$ cat src/hw/rtl/hrpp_pkg.sv
`default_nettype none
package hrpp_pkg;

	localparam int MAX_RES = 6;
	localparam int CNT_W = 3;

	localparam logic [15:0] LIMIT_RESET = 16'd1200;
	localparam logic [5:0] AP_TYPE = 6'd48;
	localparam logic [5:0] FU_TYPE = 6'd49;

	// NAL handling mode between bytes of one NAL unit.
	typedef enum logic [3:0] {
		MODE_IDLE   = 4'b0001,
		MODE_SINGLE = 4'b0010,
		MODE_AGG    = 4'b0100,
		MODE_FRAG   = 4'b1000
	} mode_t;

	typedef struct packed {
		logic        command;
		logic [7:0]  data_byte;
		logic [15:0] nal_size;
		logic        next_present;
		logic [15:0] next_size;
	} item_t;

	typedef struct packed {
		logic [7:0]  out_byte;
		logic        has_byte;
		logic        packet_start;
		logic        packet_end;
		logic [15:0] sequence_res;
		logic        run_last;
	} ent_t;

	typedef struct packed {
		ent_t [MAX_RES-1:0] ent;
		logic [CNT_W-1:0]   cnt;
	} list_t;

	function automatic ent_t mk_ent(logic [7:0] b, logic has, logic st, logic en,
		logic [15:0] seq);
		ent_t e;
		e.out_byte     = b;
		e.has_byte     = has;
		e.packet_start = st;
		e.packet_end   = en;
		e.sequence_res = seq - 16'd1;
		e.run_last     = 1'b0;
		return e;
	endfunction

endpackage
`default_nettype wire

$ cat src/hw/rtl/hrpp_core.sv
`default_nettype none
module hrpp_core
	import hrpp_pkg::*;
(
	input  wire logic        clk,
	input  wire logic        arst_n,
	input  wire logic        item_valid,
	input  wire item_t       item,
	input  wire logic [15:0] limit,
	input  wire logic        list_ready,
	output logic             take,
	output list_t            list
);

	mode_t       mode_q, mode_c;
	logic [15:0] bseen_q, bseen_c;
	logic [7:0]  held_q, held_c;
	logic [14:0] hf_q, hf_c;
	logic        aopen_q, aopen_c;
	logic [16:0] afill_q, afill_c;
	logic [15:0] ffill_q, ffill_c;
	logic [15:0] seq_q, seq_c;

	logic [15:0]      cur, eff, mx, rem;
	logic             last, fu_end, fu_s, fu_e;
	logic [5:0]       hlayer;
	logic [7:0]       b;
	logic [CNT_W-1:0] n;
	list_t            lst;

	assign take = item_valid && list_ready;
	assign list = lst;

	always_comb begin
		mode_c  = mode_q;
		bseen_c = bseen_q;
		held_c  = held_q;
		hf_c    = hf_q;
		aopen_c = aopen_q;
		afill_c = afill_q;
		ffill_c = ffill_q;
		seq_c   = seq_q;
		lst     = '0;
		n       = '0;
		b       = item.data_byte;
		eff     = (item.nal_size < 16'd2) ? 16'd2 : item.nal_size;
		mx      = (limit > 16'd3) ? (limit - 16'd3) : 16'd1;
		cur     = (mode_q == MODE_IDLE) ? 16'd0 : bseen_q;
		last    = ({1'b0, cur} + 17'd1) >= {1'b0, eff};
		hlayer  = hf_q[8:3];
		rem     = (eff > cur) ? (eff - cur) : 16'd1;
		fu_s    = (cur == 16'd2);
		fu_e    = (rem <= mx);
		fu_end  = (({1'b0, ffill_q} + 17'd1) >= {1'b0, mx}) || last;

		if (item.command) begin
			if (mode_q == MODE_IDLE && aopen_q) begin
				lst.ent[n] = mk_ent(8'd0, 1'b0, 1'b0, 1'b1, seq_c);
				n = n + 1'b1;
				aopen_c = 1'b0;
				afill_c = '0;
			end
		end else begin
			if (cur == 16'd1)
				hf_c = {held_q[6:1], held_q[0], b[7:3], b[2:0]};

			unique case (mode_q)
				MODE_IDLE: begin
					held_c = b;
					if (eff < limit) begin
						if (aopen_c && ({1'b0, afill_c} + 18'd2 + {2'b0, eff}) > {2'b0, limit})
						begin
							lst.ent[n] = mk_ent(8'd0, 1'b0, 1'b0, 1'b1, seq_c);
							n = n + 1'b1;
							aopen_c = 1'b0;
							afill_c = '0;
						end
						if (!aopen_c && item.next_present &&
							(18'd6 + {2'b0, eff} + {2'b0, item.next_size}) <= {2'b0, limit})
						begin
							mode_c = MODE_AGG;
						end else if (aopen_c) begin
							mode_c  = MODE_AGG;
							afill_c = afill_c + 17'd2 + {1'b0, eff};
							lst.ent[n] = mk_ent(eff[15:8], 1'b1, 1'b0, 1'b0, seq_c);
							n = n + 1'b1;
							lst.ent[n] = mk_ent(eff[7:0], 1'b1, 1'b0, 1'b0, seq_c);
							n = n + 1'b1;
							lst.ent[n] = mk_ent(b, 1'b1, 1'b0, 1'b0, seq_c);
							n = n + 1'b1;
						end else begin
							mode_c = MODE_SINGLE;
							seq_c  = seq_c + 16'd1;
							lst.ent[n] = mk_ent(b, 1'b1, 1'b1, last, seq_c);
							n = n + 1'b1;
						end
					end else begin
						if (aopen_c) begin
							lst.ent[n] = mk_ent(8'd0, 1'b0, 1'b0, 1'b1, seq_c);
							n = n + 1'b1;
							aopen_c = 1'b0;
							afill_c = '0;
						end
						mode_c  = MODE_FRAG;
						ffill_c = '0;
					end
				end
				MODE_SINGLE: begin
					lst.ent[n] = mk_ent(b, 1'b1, 1'b0, last, seq_c);
					n = n + 1'b1;
				end
				MODE_AGG: begin
					// The AP header needs the layer id, so it goes out with byte 1.
					if (cur == 16'd1 && !aopen_q) begin
						seq_c   = seq_c + 16'd1;
						aopen_c = 1'b1;
						afill_c = 17'd4 + {1'b0, eff};
						lst.ent[n] = mk_ent({1'b0, AP_TYPE, held_q[0]}, 1'b1, 1'b1, 1'b0, seq_c);
						n = n + 1'b1;
						lst.ent[n] = mk_ent(b, 1'b1, 1'b0, 1'b0, seq_c);
						n = n + 1'b1;
						lst.ent[n] = mk_ent(eff[15:8], 1'b1, 1'b0, 1'b0, seq_c);
						n = n + 1'b1;
						lst.ent[n] = mk_ent(eff[7:0], 1'b1, 1'b0, 1'b0, seq_c);
						n = n + 1'b1;
						lst.ent[n] = mk_ent(held_q, 1'b1, 1'b0, 1'b0, seq_c);
						n = n + 1'b1;
						lst.ent[n] = mk_ent(b, 1'b1, 1'b0, 1'b0, seq_c);
						n = n + 1'b1;
					end else begin
						lst.ent[n] = mk_ent(b, 1'b1, 1'b0, 1'b0, seq_c);
						n = n + 1'b1;
					end
				end
				MODE_FRAG: begin
					// The two NAL header bytes are dropped; the FU header replaces them.
					if (cur >= 16'd2) begin
						if (ffill_q == 16'd0) begin
							seq_c = seq_c + 16'd1;
							lst.ent[n] = mk_ent({1'b0, FU_TYPE, hlayer[5]}, 1'b1, 1'b1, 1'b0,
								seq_c);
							n = n + 1'b1;
							lst.ent[n] = mk_ent({hlayer[4:0], hf_q[2:0]}, 1'b1, 1'b0, 1'b0,
								seq_c);
							n = n + 1'b1;
							lst.ent[n] = mk_ent({fu_s, fu_e, hf_q[14:9]}, 1'b1, 1'b0, 1'b0,
								seq_c);
							n = n + 1'b1;
						end
						lst.ent[n] = mk_ent(b, 1'b1, 1'b0, fu_end, seq_c);
						n = n + 1'b1;
						ffill_c = fu_end ? 16'd0 : (ffill_q + 16'd1);
					end
				end
				default: begin
					mode_c = MODE_IDLE;
				end
			endcase

			if (last) begin
				mode_c  = MODE_IDLE;
				bseen_c = '0;
				ffill_c = '0;
			end else begin
				bseen_c = cur + 16'd1;
			end
		end

		if (n != '0)
			lst.ent[n - 1'b1].run_last = 1'b1;
		lst.cnt = n;
	end

	always_ff @(posedge clk or negedge arst_n) begin
		if (!arst_n) begin
			mode_q  <= MODE_IDLE;
			bseen_q <= '0;
			held_q  <= '0;
			hf_q    <= '0;
			aopen_q <= 1'b0;
			afill_q <= '0;
			ffill_q <= '0;
			seq_q   <= '0;
		end else if (take) begin
			mode_q  <= mode_c;
			bseen_q <= bseen_c;
			held_q  <= held_c;
			hf_q    <= hf_c;
			aopen_q <= aopen_c;
			afill_q <= afill_c;
			ffill_q <= ffill_c;
			seq_q   <= seq_c;
		end
	end

endmodule
`default_nettype wire

$ cat src/hw/rtl/hrpp_emit.sv
`default_nettype none
module hrpp_emit
	import hrpp_pkg::*;
(
	input  wire logic  clk,
	input  wire logic  arst_n,
	input  wire logic  load,
	input  wire list_t list,
	output logic       list_ready,
	output logic       out_valid,
	input  wire logic  out_stall,
	output ent_t       out_ent
);

	ent_t [MAX_RES-1:0] lst_q;
	logic [CNT_W-1:0]   rem_q;
	logic               out_valid_q;
	ent_t               out_q;
	logic               pop;

	assign pop        = (rem_q != '0) && (!out_valid_q || !out_stall);
	assign list_ready = (rem_q == '0) || ((rem_q == CNT_W'(1)) && pop);
	assign out_valid  = out_valid_q;
	assign out_ent    = out_q;

	always_ff @(posedge clk or negedge arst_n) begin
		if (!arst_n) begin
			rem_q       <= '0;
			out_valid_q <= 1'b0;
		end else begin
			if (pop)
				out_valid_q <= 1'b1;
			else if (!out_stall)
				out_valid_q <= 1'b0;
			if (load)
				rem_q <= list.cnt;
			else if (pop)
				rem_q <= rem_q - 1'b1;
		end
	end

	// Words leave from the bottom of the list; the rest shifts down one place.
	always_ff @(posedge clk) begin
		if (pop)
			out_q <= lst_q[0];
		if (load) begin
			lst_q <= list.ent;
		end else if (pop) begin
			for (int i = 0; i < MAX_RES - 1; i++)
				lst_q[i] <= lst_q[i + 1];
		end
	end

endmodule
`default_nettype wire

$ cat src/hw/rtl/hevc_rtp_payload_packetizer_unit.sv
// HEVC RTP payload packetizer.
// Input channel (in_valid/in_stall): one word per NAL byte with the NAL's size and
// the size of the following NAL, or a flush command that closes an open aggregation.
// Output channel (out_valid/out_stall): one word per payload byte or bare end mark,
// with packet start/end flags, the RTP sequence number and a last-of-item flag.
// payload_limit is written over the APB port at byte address 0. The user must write it
// only while the block is idle; the block itself does not enforce this.
// The first word caused by an input word passes the input register, the result list
// and the output register, which emits one word per cycle while the receiver does
// not stall: plain payload bytes stream at one per cycle, and header insertion (up to
// six words) holds the input until its words are emitted. Input words giving no
// output still pass through the decision stage. A stalled receiver holds the output
// word; the result list backs up and then in_stall rises. Reset clears all packetizer
// state, the sequence number and any pending words, and sets payload_limit to 1200.
`default_nettype none
module hevc_rtp_payload_packetizer_unit
	import hrpp_pkg::*;
(
	input  wire logic        clk,
	input  wire logic        arst_n,
	input  wire logic        psel,
	input  wire logic        penable,
	input  wire logic        pwrite,
	input  wire logic [2:0]  paddr,
	input  wire logic [31:0] pwdata,
	output logic [31:0]      prdata,
	output logic             pready,
	input  wire logic        in_valid,
	output logic             in_stall,
	input  wire logic        command,
	input  wire logic [7:0]  data_byte,
	input  wire logic [15:0] nal_size,
	input  wire logic        next_present,
	input  wire logic [15:0] next_size,
	output logic             out_valid,
	input  wire logic        out_stall,
	output logic [7:0]       out_byte,
	output logic             has_byte,
	output logic             packet_start,
	output logic             packet_end,
	output logic [15:0]      sequence_res,
	output logic             run_last
);

	logic [15:0] limit_q;
	logic        valid_s1;
	item_t       item_s1;
	logic        take;
	logic        list_ready;
	list_t       list;
	ent_t        out_ent;

	assign pready = 1'b1;
	assign prdata = (paddr[2] == 1'b0) ? {16'd0, limit_q} : 32'd0;

	always_ff @(posedge clk or negedge arst_n) begin
		if (!arst_n)
			limit_q <= LIMIT_RESET;
		else if (psel && penable && pwrite && pready && (paddr[2] == 1'b0))
			limit_q <= pwdata[15:0];
	end

	assign in_stall = valid_s1 && !take;

	always_ff @(posedge clk or negedge arst_n) begin
		if (!arst_n)
			valid_s1 <= 1'b0;
		else if (!in_stall)
			valid_s1 <= in_valid;
	end

	always_ff @(posedge clk) begin
		if (in_valid && !in_stall) begin
			item_s1.command      <= command;
			item_s1.data_byte    <= data_byte;
			item_s1.nal_size     <= nal_size;
			item_s1.next_present <= next_present;
			item_s1.next_size    <= next_size;
		end
	end

	hrpp_core u_core (
		.clk        (clk),
		.arst_n     (arst_n),
		.item_valid (valid_s1),
		.item       (item_s1),
		.limit      (limit_q),
		.list_ready (list_ready),
		.take       (take),
		.list       (list)
	);

	hrpp_emit u_emit (
		.clk        (clk),
		.arst_n     (arst_n),
		.load       (take),
		.list       (list),
		.list_ready (list_ready),
		.out_valid  (out_valid),
		.out_stall  (out_stall),
		.out_ent    (out_ent)
	);

	assign out_byte     = out_ent.out_byte;
	assign has_byte     = out_ent.has_byte;
	assign packet_start = out_ent.packet_start;
	assign packet_end   = out_ent.packet_end;
	assign sequence_res = out_ent.sequence_res;
	assign run_last     = out_ent.run_last;

endmodule
`default_nettype wire
$ cat config.mk
export PLATFORM = sky130hd
export DESIGN_NAME = hevc_rtp_payload_packetizer_unit
export DESIGN_NICKNAME = d
export VERILOG_FILES = /design/src/hw/rtl/hrpp_pkg.sv /design/src/hw/rtl/hrpp_core.sv /design/src/hw/rtl/hrpp_emit.sv /design/src/hw/rtl/hevc_rtp_payload_packetizer_unit.sv
export SDC_FILE = /design/constraint.sdc
export NUM_CORES = 1
export LEC_CHECK = 0
export BUFFER_PORTS_ARGS = -buffer_cell sky130_fd_sc_hd__clkbuf_2
export CORE_ASPECT_RATIO = 0.8
export CORE_UTILIZATION = 38
export CTS_BUF_LIST = sky130_fd_sc_hd__clkbuf_8
export CTS_CLUSTER_SIZE = 8
export DETAILED_ROUTE_END_ITERATION = 16
export MAX_ROUTING_LAYER = met4
export PLACE_DENSITY_LB_ADDON = 0.25
export SYNTH_ARGS = -nofsm -noshare
export SYNTH_HDL_FRONTEND = slang
export SYNTH_SLANG_ARGS = --single-unit
$ cat constraint.sdc
create_clock -name clk -period 12.3 [get_ports clk]
set_clock_uncertainty 0.1 [all_clocks]
set_input_delay 0.615 -clock clk [delete_from_list [all_inputs] [get_ports clk]]
set_output_delay 0.615 -clock clk [all_outputs]
set_load 0.005 [all_outputs]
# Word level (Yosys, flattened, before mapping)

Cells that the tools add are included.

Multiplexer cells: 108
$lt $le $gt $ge: 20
Reduce and logical (&&, ||, !) cells: 44
Add/subtract/negate cells: 23
Bitwise operators: 2
Eq/ne operators: 19

Operators with widths:

| kind                                                                  | count |
|---|---|
| 168-bit bitwise mux                                                   | 6 |
| 140-bit 2-to-1 mux                                                    | 5 |
| 168-bit 2-to-1 mux                                                    | 4 |
| 28-bit demux with 3-bit select                                        | 5 |
| 140-bit one-hot mux with 3 select lines                               | 1 |
| 84-bit 2-to-1 mux                                                     | 4 |
| 16-bit 2-to-1 mux                                                     | 19 |
| 28-bit 2-to-1 mux                                                     | 10 |
| 17-bit 2-to-1 mux                                                     | 11 |
| 28-bit one-hot mux with 4 select lines                                | 1 |
| 18-bit 2-to-1 mux                                                     | 3 |
| 16-bit by 1-bit adder with 16-bit output (second input constant)      | 3 |
| 16-bit one-hot mux with 3 select lines                                | 1 |
| 16-bit by 1-bit subtractor with 16-bit output (second input constant) | 3 |
| 3-bit 2-to-1 mux                                                      | 15 |
| 18-bit by 16-bit adder with 18-bit output                             | 2 |
| 16-bit by 1-bit adder with 17-bit output (second input constant)      | 2 |
| 3-bit by 16-bit adder with 17-bit output (first input constant)       | 2 |
| 17-bit by 16-bit greater-or-equal comparator with 1-bit output        | 2 |
| 17-bit one-hot mux with 2 select lines                                | 1 |
| 16-bit one-hot mux with 2 select lines                                | 1 |
| 3-bit by 4-bit < comparator with 1-bit output (second input constant) | 5 |
| 17-bit by 2-bit adder with 18-bit output (second input constant)      | 1 |
| 18-bit by 16-bit greater-than comparator with 1-bit output            | 1 |
| 46 further kinds                                                      | 108 |

Register bits after elaboration: 352
Word-level logic and storage cells: 275
Output and inout bits: 63

# Longest topological paths before layout

Word-level depth: 25
Gate-level depth with buffers: 41

# Modules after synthesis

Synthesis repeated with hierarchy kept, for this count alone.

Cells, all modules: 2,589
Area total of the unflattened synthesis: 26,120.1 um2

Modules (own cells, without submodules):

| module                           | sequential area each (um2) | instances | cells each | area each (um2) |
|---|---|---|---|---|
| hrpp_core                        | 2,328.5                    | 1         | 2,090      | 15,527.4 |
| hrpp_emit                        | 5,985.7                    | 1         | 382        | 8,379.3 |
| hevc_rtp_payload_packetizer_unit | 1,691.6                    | 1         | 117        | 2,213.4 |

# Worst setup path after synthesis

No wires, ideal clock.

Path kind: register -> register
From: register item_s1[25] (netlist name)
To: register u_core.afill_q[15]
Data required time: 12,079 ps
Path buffers: 3
Cell stages (with the launch flop): 42
Setup slack: 4,537 ps
Arrival time: 7,542 ps
Period minus slack after synthesis: 7,763 ps
Cells stage by stage: edfxtp_1 clkbuf_1 nor4_1 nand4_1 nand2b_1 buf_2 inv_2 ha_1 inv_1 ha_1 inv_1 fa_1 nor2b_1 o31a_1 o21ai_0 a211oi_1 nor3_1 xnor2_1 [... 6 more ...] o21a_1 nand2b_1 clkbuf_1 nand2_1 ha_1 inv_1 ha_1 fa_1 a21o_1 a21oi_1 o21bai_1 a31oi_1 nor3_1 or3_1 a21oi_1 xnor2_1 a21o_1 a22o_1

Cells in the longest elaborated chain, start to end: 16
Elaborated cells on any way between the ends: 31

RTL lines:

| item                                                                                  | RTL line                               | source |
|---|---|---|
| start: declaration                                                                    | hevc_rtp_payload_packetizer_unit.sv:47 | `item_t item_s1;` |
| 16-bit by 2-bit < comparator with 1-bit output                                        | hrpp_core.sv:46                        | `eff = (item.nal_size < 16'd2) ? 16'd2 : item.nal_size;` |
| 16-bit 2-to-1 mux *                                                                   | hrpp_core.sv:46                        |  |
| 18-bit by 16-bit adder with 18-bit output                                             | hrpp_core.sv:71                        | `if (aopen_c && ({1'b0, afill_c} + 18'd2 + {2'b0, eff}) > {2'b0, limit})` |
| 18-bit by 16-bit greater-than comparator with 1-bit output                            | hrpp_core.sv:71                        |  |
| 1-bit logical AND                                                                     | hrpp_core.sv:71                        |  |
| 17-bit 2-to-1 mux / 1-bit 2-to-1 mux (equally long branches)                          | hrpp_core.sv:71                        |  |
| 17-bit 2-to-1 mux / 1-bit 2-to-1 mux (equally long branches)                          | hrpp_core.sv:70                        | `if (eff < limit) begin` |
| 17-bit 2-to-1 mux / 1-bit 2-to-1 mux (equally long branches)                          | hrpp_core.sv:67                        | `unique case (mode_q)` |
| 17-bit 2-to-1 mux / 1-bit 2-to-1 mux (equally long branches)                          | hrpp_core.sv:56                        | `if (item.command) begin` |
| 17-bit by 2-bit adder with 17-bit output / 1-bit logical NOT (equally long branches)  | hrpp_core.sv:84, hrpp_core.sv:78       |  |
| 17-bit by 16-bit adder with 17-bit output / 1-bit logical AND (equally long branches) | hrpp_core.sv:84, hrpp_core.sv:78       |  |
| 17-bit 2-to-1 mux / 1-bit logical AND (equally long branches)                         | hrpp_core.sv:82, hrpp_core.sv:78       |  |
| 17-bit 2-to-1 mux                                                                     | hrpp_core.sv:78                        | `if (!aopen_c && item.next_present &&` |
| 17-bit 2-to-1 mux                                                                     | hrpp_core.sv:70                        |  |
| 17-bit one-hot mux with 2 select lines                                                | hrpp_core.sv:67                        |  |
| 17-bit 2-to-1 mux                                                                     | hrpp_core.sv:56                        |  |
| end signal: assignment                                                                | hrpp_core.sv:190                       | `afill_q <= afill_c;` |
| end: declaration                                                                      | hrpp_core.sv:20                        | `logic [16:0] afill_q, afill_c;` |

Mark *: on every way between the ends. The rest lies on a longest branch, timed or not. The select of a mux whose other input is x is not followed.
A chain may end at the register's enable or synchronous reset.

# Worst setup path after layout

From: register item_s1[25] (netlist name)
To: register u_core.afill_q[16]

Same word-level chain as after synthesis.

==> run_results.csv <==
group,metric,value,unit
placed_design,place_ws,3.122,ns
die,io-pin-count,147,
routing,dr.pass1.iters,8,
global_routing,grt_pass1_wl,126.1,mm
sta,rsz_0062_raised_after_global_routing,"no",
sta,hold-worst-slack,0.05339,ns
critical_path,timing.critical_path.from_type,"flip-flop",
yosys,cells_after_synthesis,2629,
cells_and_area,final_util,0.4386,
sta,slew_violations,0,
clock_network,clk_latency,0.68,ns
cells_and_area,layout-drive-gt1-share,0.1253,
global_routing,first_global_vias,20530,
sta,post-route-min-period,9.448,ns
min_path,hp-start,"nal_size[13]",
run_status,status,"complete, no violations",
clock_network,cts.sink_count,346,
placed_design,place_inst,3479,
cells_and_area,post-route-cell-area,27760,um2
routing,detail_route.wirelength,83.05,mm
critical_path,worstSetupPathType,"flip-flop to flip-flop",
critical_path,cpMaxStageDelayCell,"edfxtp_1",
global_routing,grt_start_max_net_pins,71,
critical_path,cp_data_required_time,12.79,ns
clock_network,ctsLongestPathBuffers,3,
yosys,ys_dominant_reg_cell,"edfxtp_1",
cells_and_area,final_net_count,3046,
yosys,yosys.cell_types.count,99,
critical_path,end_kind,"flip-flop",
placed_design,place.gp.congestion,0.9455,
clock_network,cts.htree.levels,3,
global_routing,number_of_antenna_violations_at_the_first_check_in_global_routing,3,
routing,detail-route-antenna-nets,0,
sta,finalCritPeriodShare,0.7681,
die,core.rowCount,82,
routing,vias,21670,
pwr,power,6.762,mW
sta,worst_slew_pin_slew,1.276,ns
clock_network,clkSlewWorstSetupHoldPaths,0.07,ns
sta,fin_ws,2.852,ns
sta,finalSetupViolations,0,
critical_path,cp_startpoint,"item_s1[25]",
yosys,synth_edf_count,232,
cells_and_area,stdcell_count,3643,
die,core_area,63300,um2
sta,setup_tns,0,ns
clock_network,tritoncts.num_buffers,67,
critical_path,crit_arrival,9.94,ns
die,dieArea,65700,um2
die,die_width,286.3,um
cells_and_area,fill_cells,6105,
sta,worst_slew_margin_rel,0.1414,
placed_design,numPortBuffers,111,
global_routing,overflow,0,
routing,drcViolationCount,0,
clock_network,tritoncts_clock_tree,"built",
routing,detail_route.vias_per_cell,5.949,
critical_path,crit_top_cell,"ha_1",
die,chipHeight,229.5,um
cells_and_area,area.growth.synth_to_final,12.97,%
routing,post_drt_wl_per_cell,22.80,um
critical_path,path_max_fanout,25,
job,drv.max_cap_violation_count,0,
pwr,power_leakage,11.66,nW
pwr,ir_worst_vdd,152.8,uV
yosys,yosysSeqAreaShare,0.3998,
min_path,hold_path.class,"primary input to flip-flop",
placed_design,detailed_place_hpwl,58.93,mm
die,initial_core_utilization,0.3882,
yosys,synth-async-reset-ratio,0.3295,
critical_path,worst_r2r_startpoint,"item_s1[25]",
yosys,post_synth.cell_area_avg,9.348,um2
routing,detail_route.iter0.violations,2916,
yosys,yosysWarnings,0,
yosys,synth_area,24580,um2
clock_network,cts_root_buffer,"clkbuf_8",
sta,highest_achievable_clock_rate,0.1058,GHz
pwr,power.density,243.5,nW/um2
critical_path,critical-path-max-stage-delay,0.89,ns
placed_design,post_dp_cell_area,25980,um2
global_routing,globalRouteTotalUtil,0.2588,
yosys,synth.ff_latch_count,346,
sta,finalHoldViolations,0,
==> cells in the final DEF (no fill, tap or decap), drive strengths merged, types with 18 or more instances in the layout <==
master       netlist  final
nand2            284    284
edfxtp           232    232
nor2             210    210
ha               209    209
clkbuf           135    187
a21oi            175    175
o21ai            170    170
xnor2            141    141
inv               97    118
dfrtp            109    109
nand3             85     85
nor3              62     62
buf               36     56
a21o              52     52
xor2              51     51
nand4             46     46
dlygate4sd3        0     42
mux2              41     41
and3              39     39
and2              32     32
o221ai            27     27
a22o              27     27
nor4              23     23
o21a              21     21
nand2b            21     21
a22oi             21     21
a31oi             19     19
nor2b             18     18
a211oi            18     18
==> cell families (layout without fill, tap and decap cells) <==
kind of cell / count (synthesis) / count (layout) / share of synthesized area
AOI/OAI and AO/OA: 687 / 687 / 0.1859
and+or+nand+nor: 876 / 876 / 0.1712
DFF: 346 / 346 / 0.3998
buffers and inverters: 268 / 425 / 0.04439
adders and majority gates: 212 / 212 / 0.1088
xor gates and xnor gates: 192 / 192 / 0.06873
other: 2 / 19 / 0.0003056
muxes: 46 / 46 / 0.02082
==> registers in the layout, summed over array words and instances, names as in the netlist <==
| name | count |
|---|---|
| u_core.ffill_q | 16 |
| u_emit.rem_q | 3 |
| u_core.mode_q | 4 |
| u_core.seq_q | 16 |
| u_core.hf_q | 15 |
| u_emit.out_ent | 28 |
| limit_q | 16 |
| valid_s1 | 1 |
| item_s1 | 42 |
| u_core.aopen_q | 1 |
| u_emit.out_valid | 1 |
| u_emit.lst_q | 162 |
| u_core.held_q | 8 |
| u_core.afill_q | 17 |
| u_core.bseen_q | 16 |
==> timing repair <==
action	CTS	global route
endpoints found under the setup margin	0	0
buffers inserted	0	0
endpoints found under the hold margin	60	0
hold buffers	42	0
gates resized for setup	0	0
==> synth_stat cells (45+ instances only) <==
library cell,n,area [um2]
a21o_1,51,382.9
inv_1,96,360.4
o21ai_0,155,775.7
nor2_1,209,784.5
xor2_1,51,446.7
xnor2_1,140,1226
nor3_1,62,310.3
ha_1,209,2615
nand3_1,84,420.4
nand4_1,45,281.5
clkbuf_1,133,499.2
dfrtp_1,109,2728
nand2_1,284,1066
edfxtp_1,232,6967
a21oi_1,173,865.8
==> worst max-delay path: cells and delay by family (launching register included) <==
kind	cells	cell delay [ns]
buffers and inverters	4	0.94
AO/OA/AOI/OAI	18	4.17
adder cells (fa/ha/maj)	5	1.41
flip-flops	1	0.89
XOR/XNOR	2	0.33
AND/OR/NAND/NOR	9	1.50
==> metal layers <==
| metal | track usage | wire length, um | vias up | share of wire |
|---|---|---|---|---|
| met1 | 0.3794 | 38740 | 10490 | 0.47 |
| met2 | 0.3465 | 33530 | 1114 | 0.40 |
| met4 | 0.06601 | 1776 | 0 | 0.021 |
| met5 | - | 0 | - | 0 |
| li1 | - | - | 9918 | - |
| met3 | 0.06743 | 9002 | 154 | 0.11 |
==> where the power goes <==
group	leakage, nW	total [mW]	switching, mW	internal [mW]
logic	7.09	3.38	2.22	1.16
registers	3.81	2.19	0.269	1.92
clock network	0.756	1.19	0.550	0.641
total	11.7	6.76	3.04	3.72
==> path summary, 6_finish.rpt <==
path	to	slack, ns	cells past startpoint
setup / recovery	u_core.afill_q[16]	2.85	38
hold / removal	item_s1[30]	0.05	1
setup reg to reg	u_core.afill_q[16]	2.85	38
hold reg to reg	u_emit.out_ent[24]	0.29	0
max in group asynchronous	u_core.hf_q[3]	10.07	4
min in group asynchronous	limit_q[0]	0.27	2
==> layout make-up <==
type                    count  area (um2)  share of cell area
repair buffers            208        1391             0.05011
clock inverters            43       294.0             0.01059
flip-flops and latches    346        9826              0.3539
well taps                 840        1051             0.03785
inverters                  97       364.1             0.01311
multi-input cells        2030       13770              0.4961
diodes                      2       5.005           0.0001803
clock buffers              77        1060             0.03817
(Power assumes the default switching activity.)
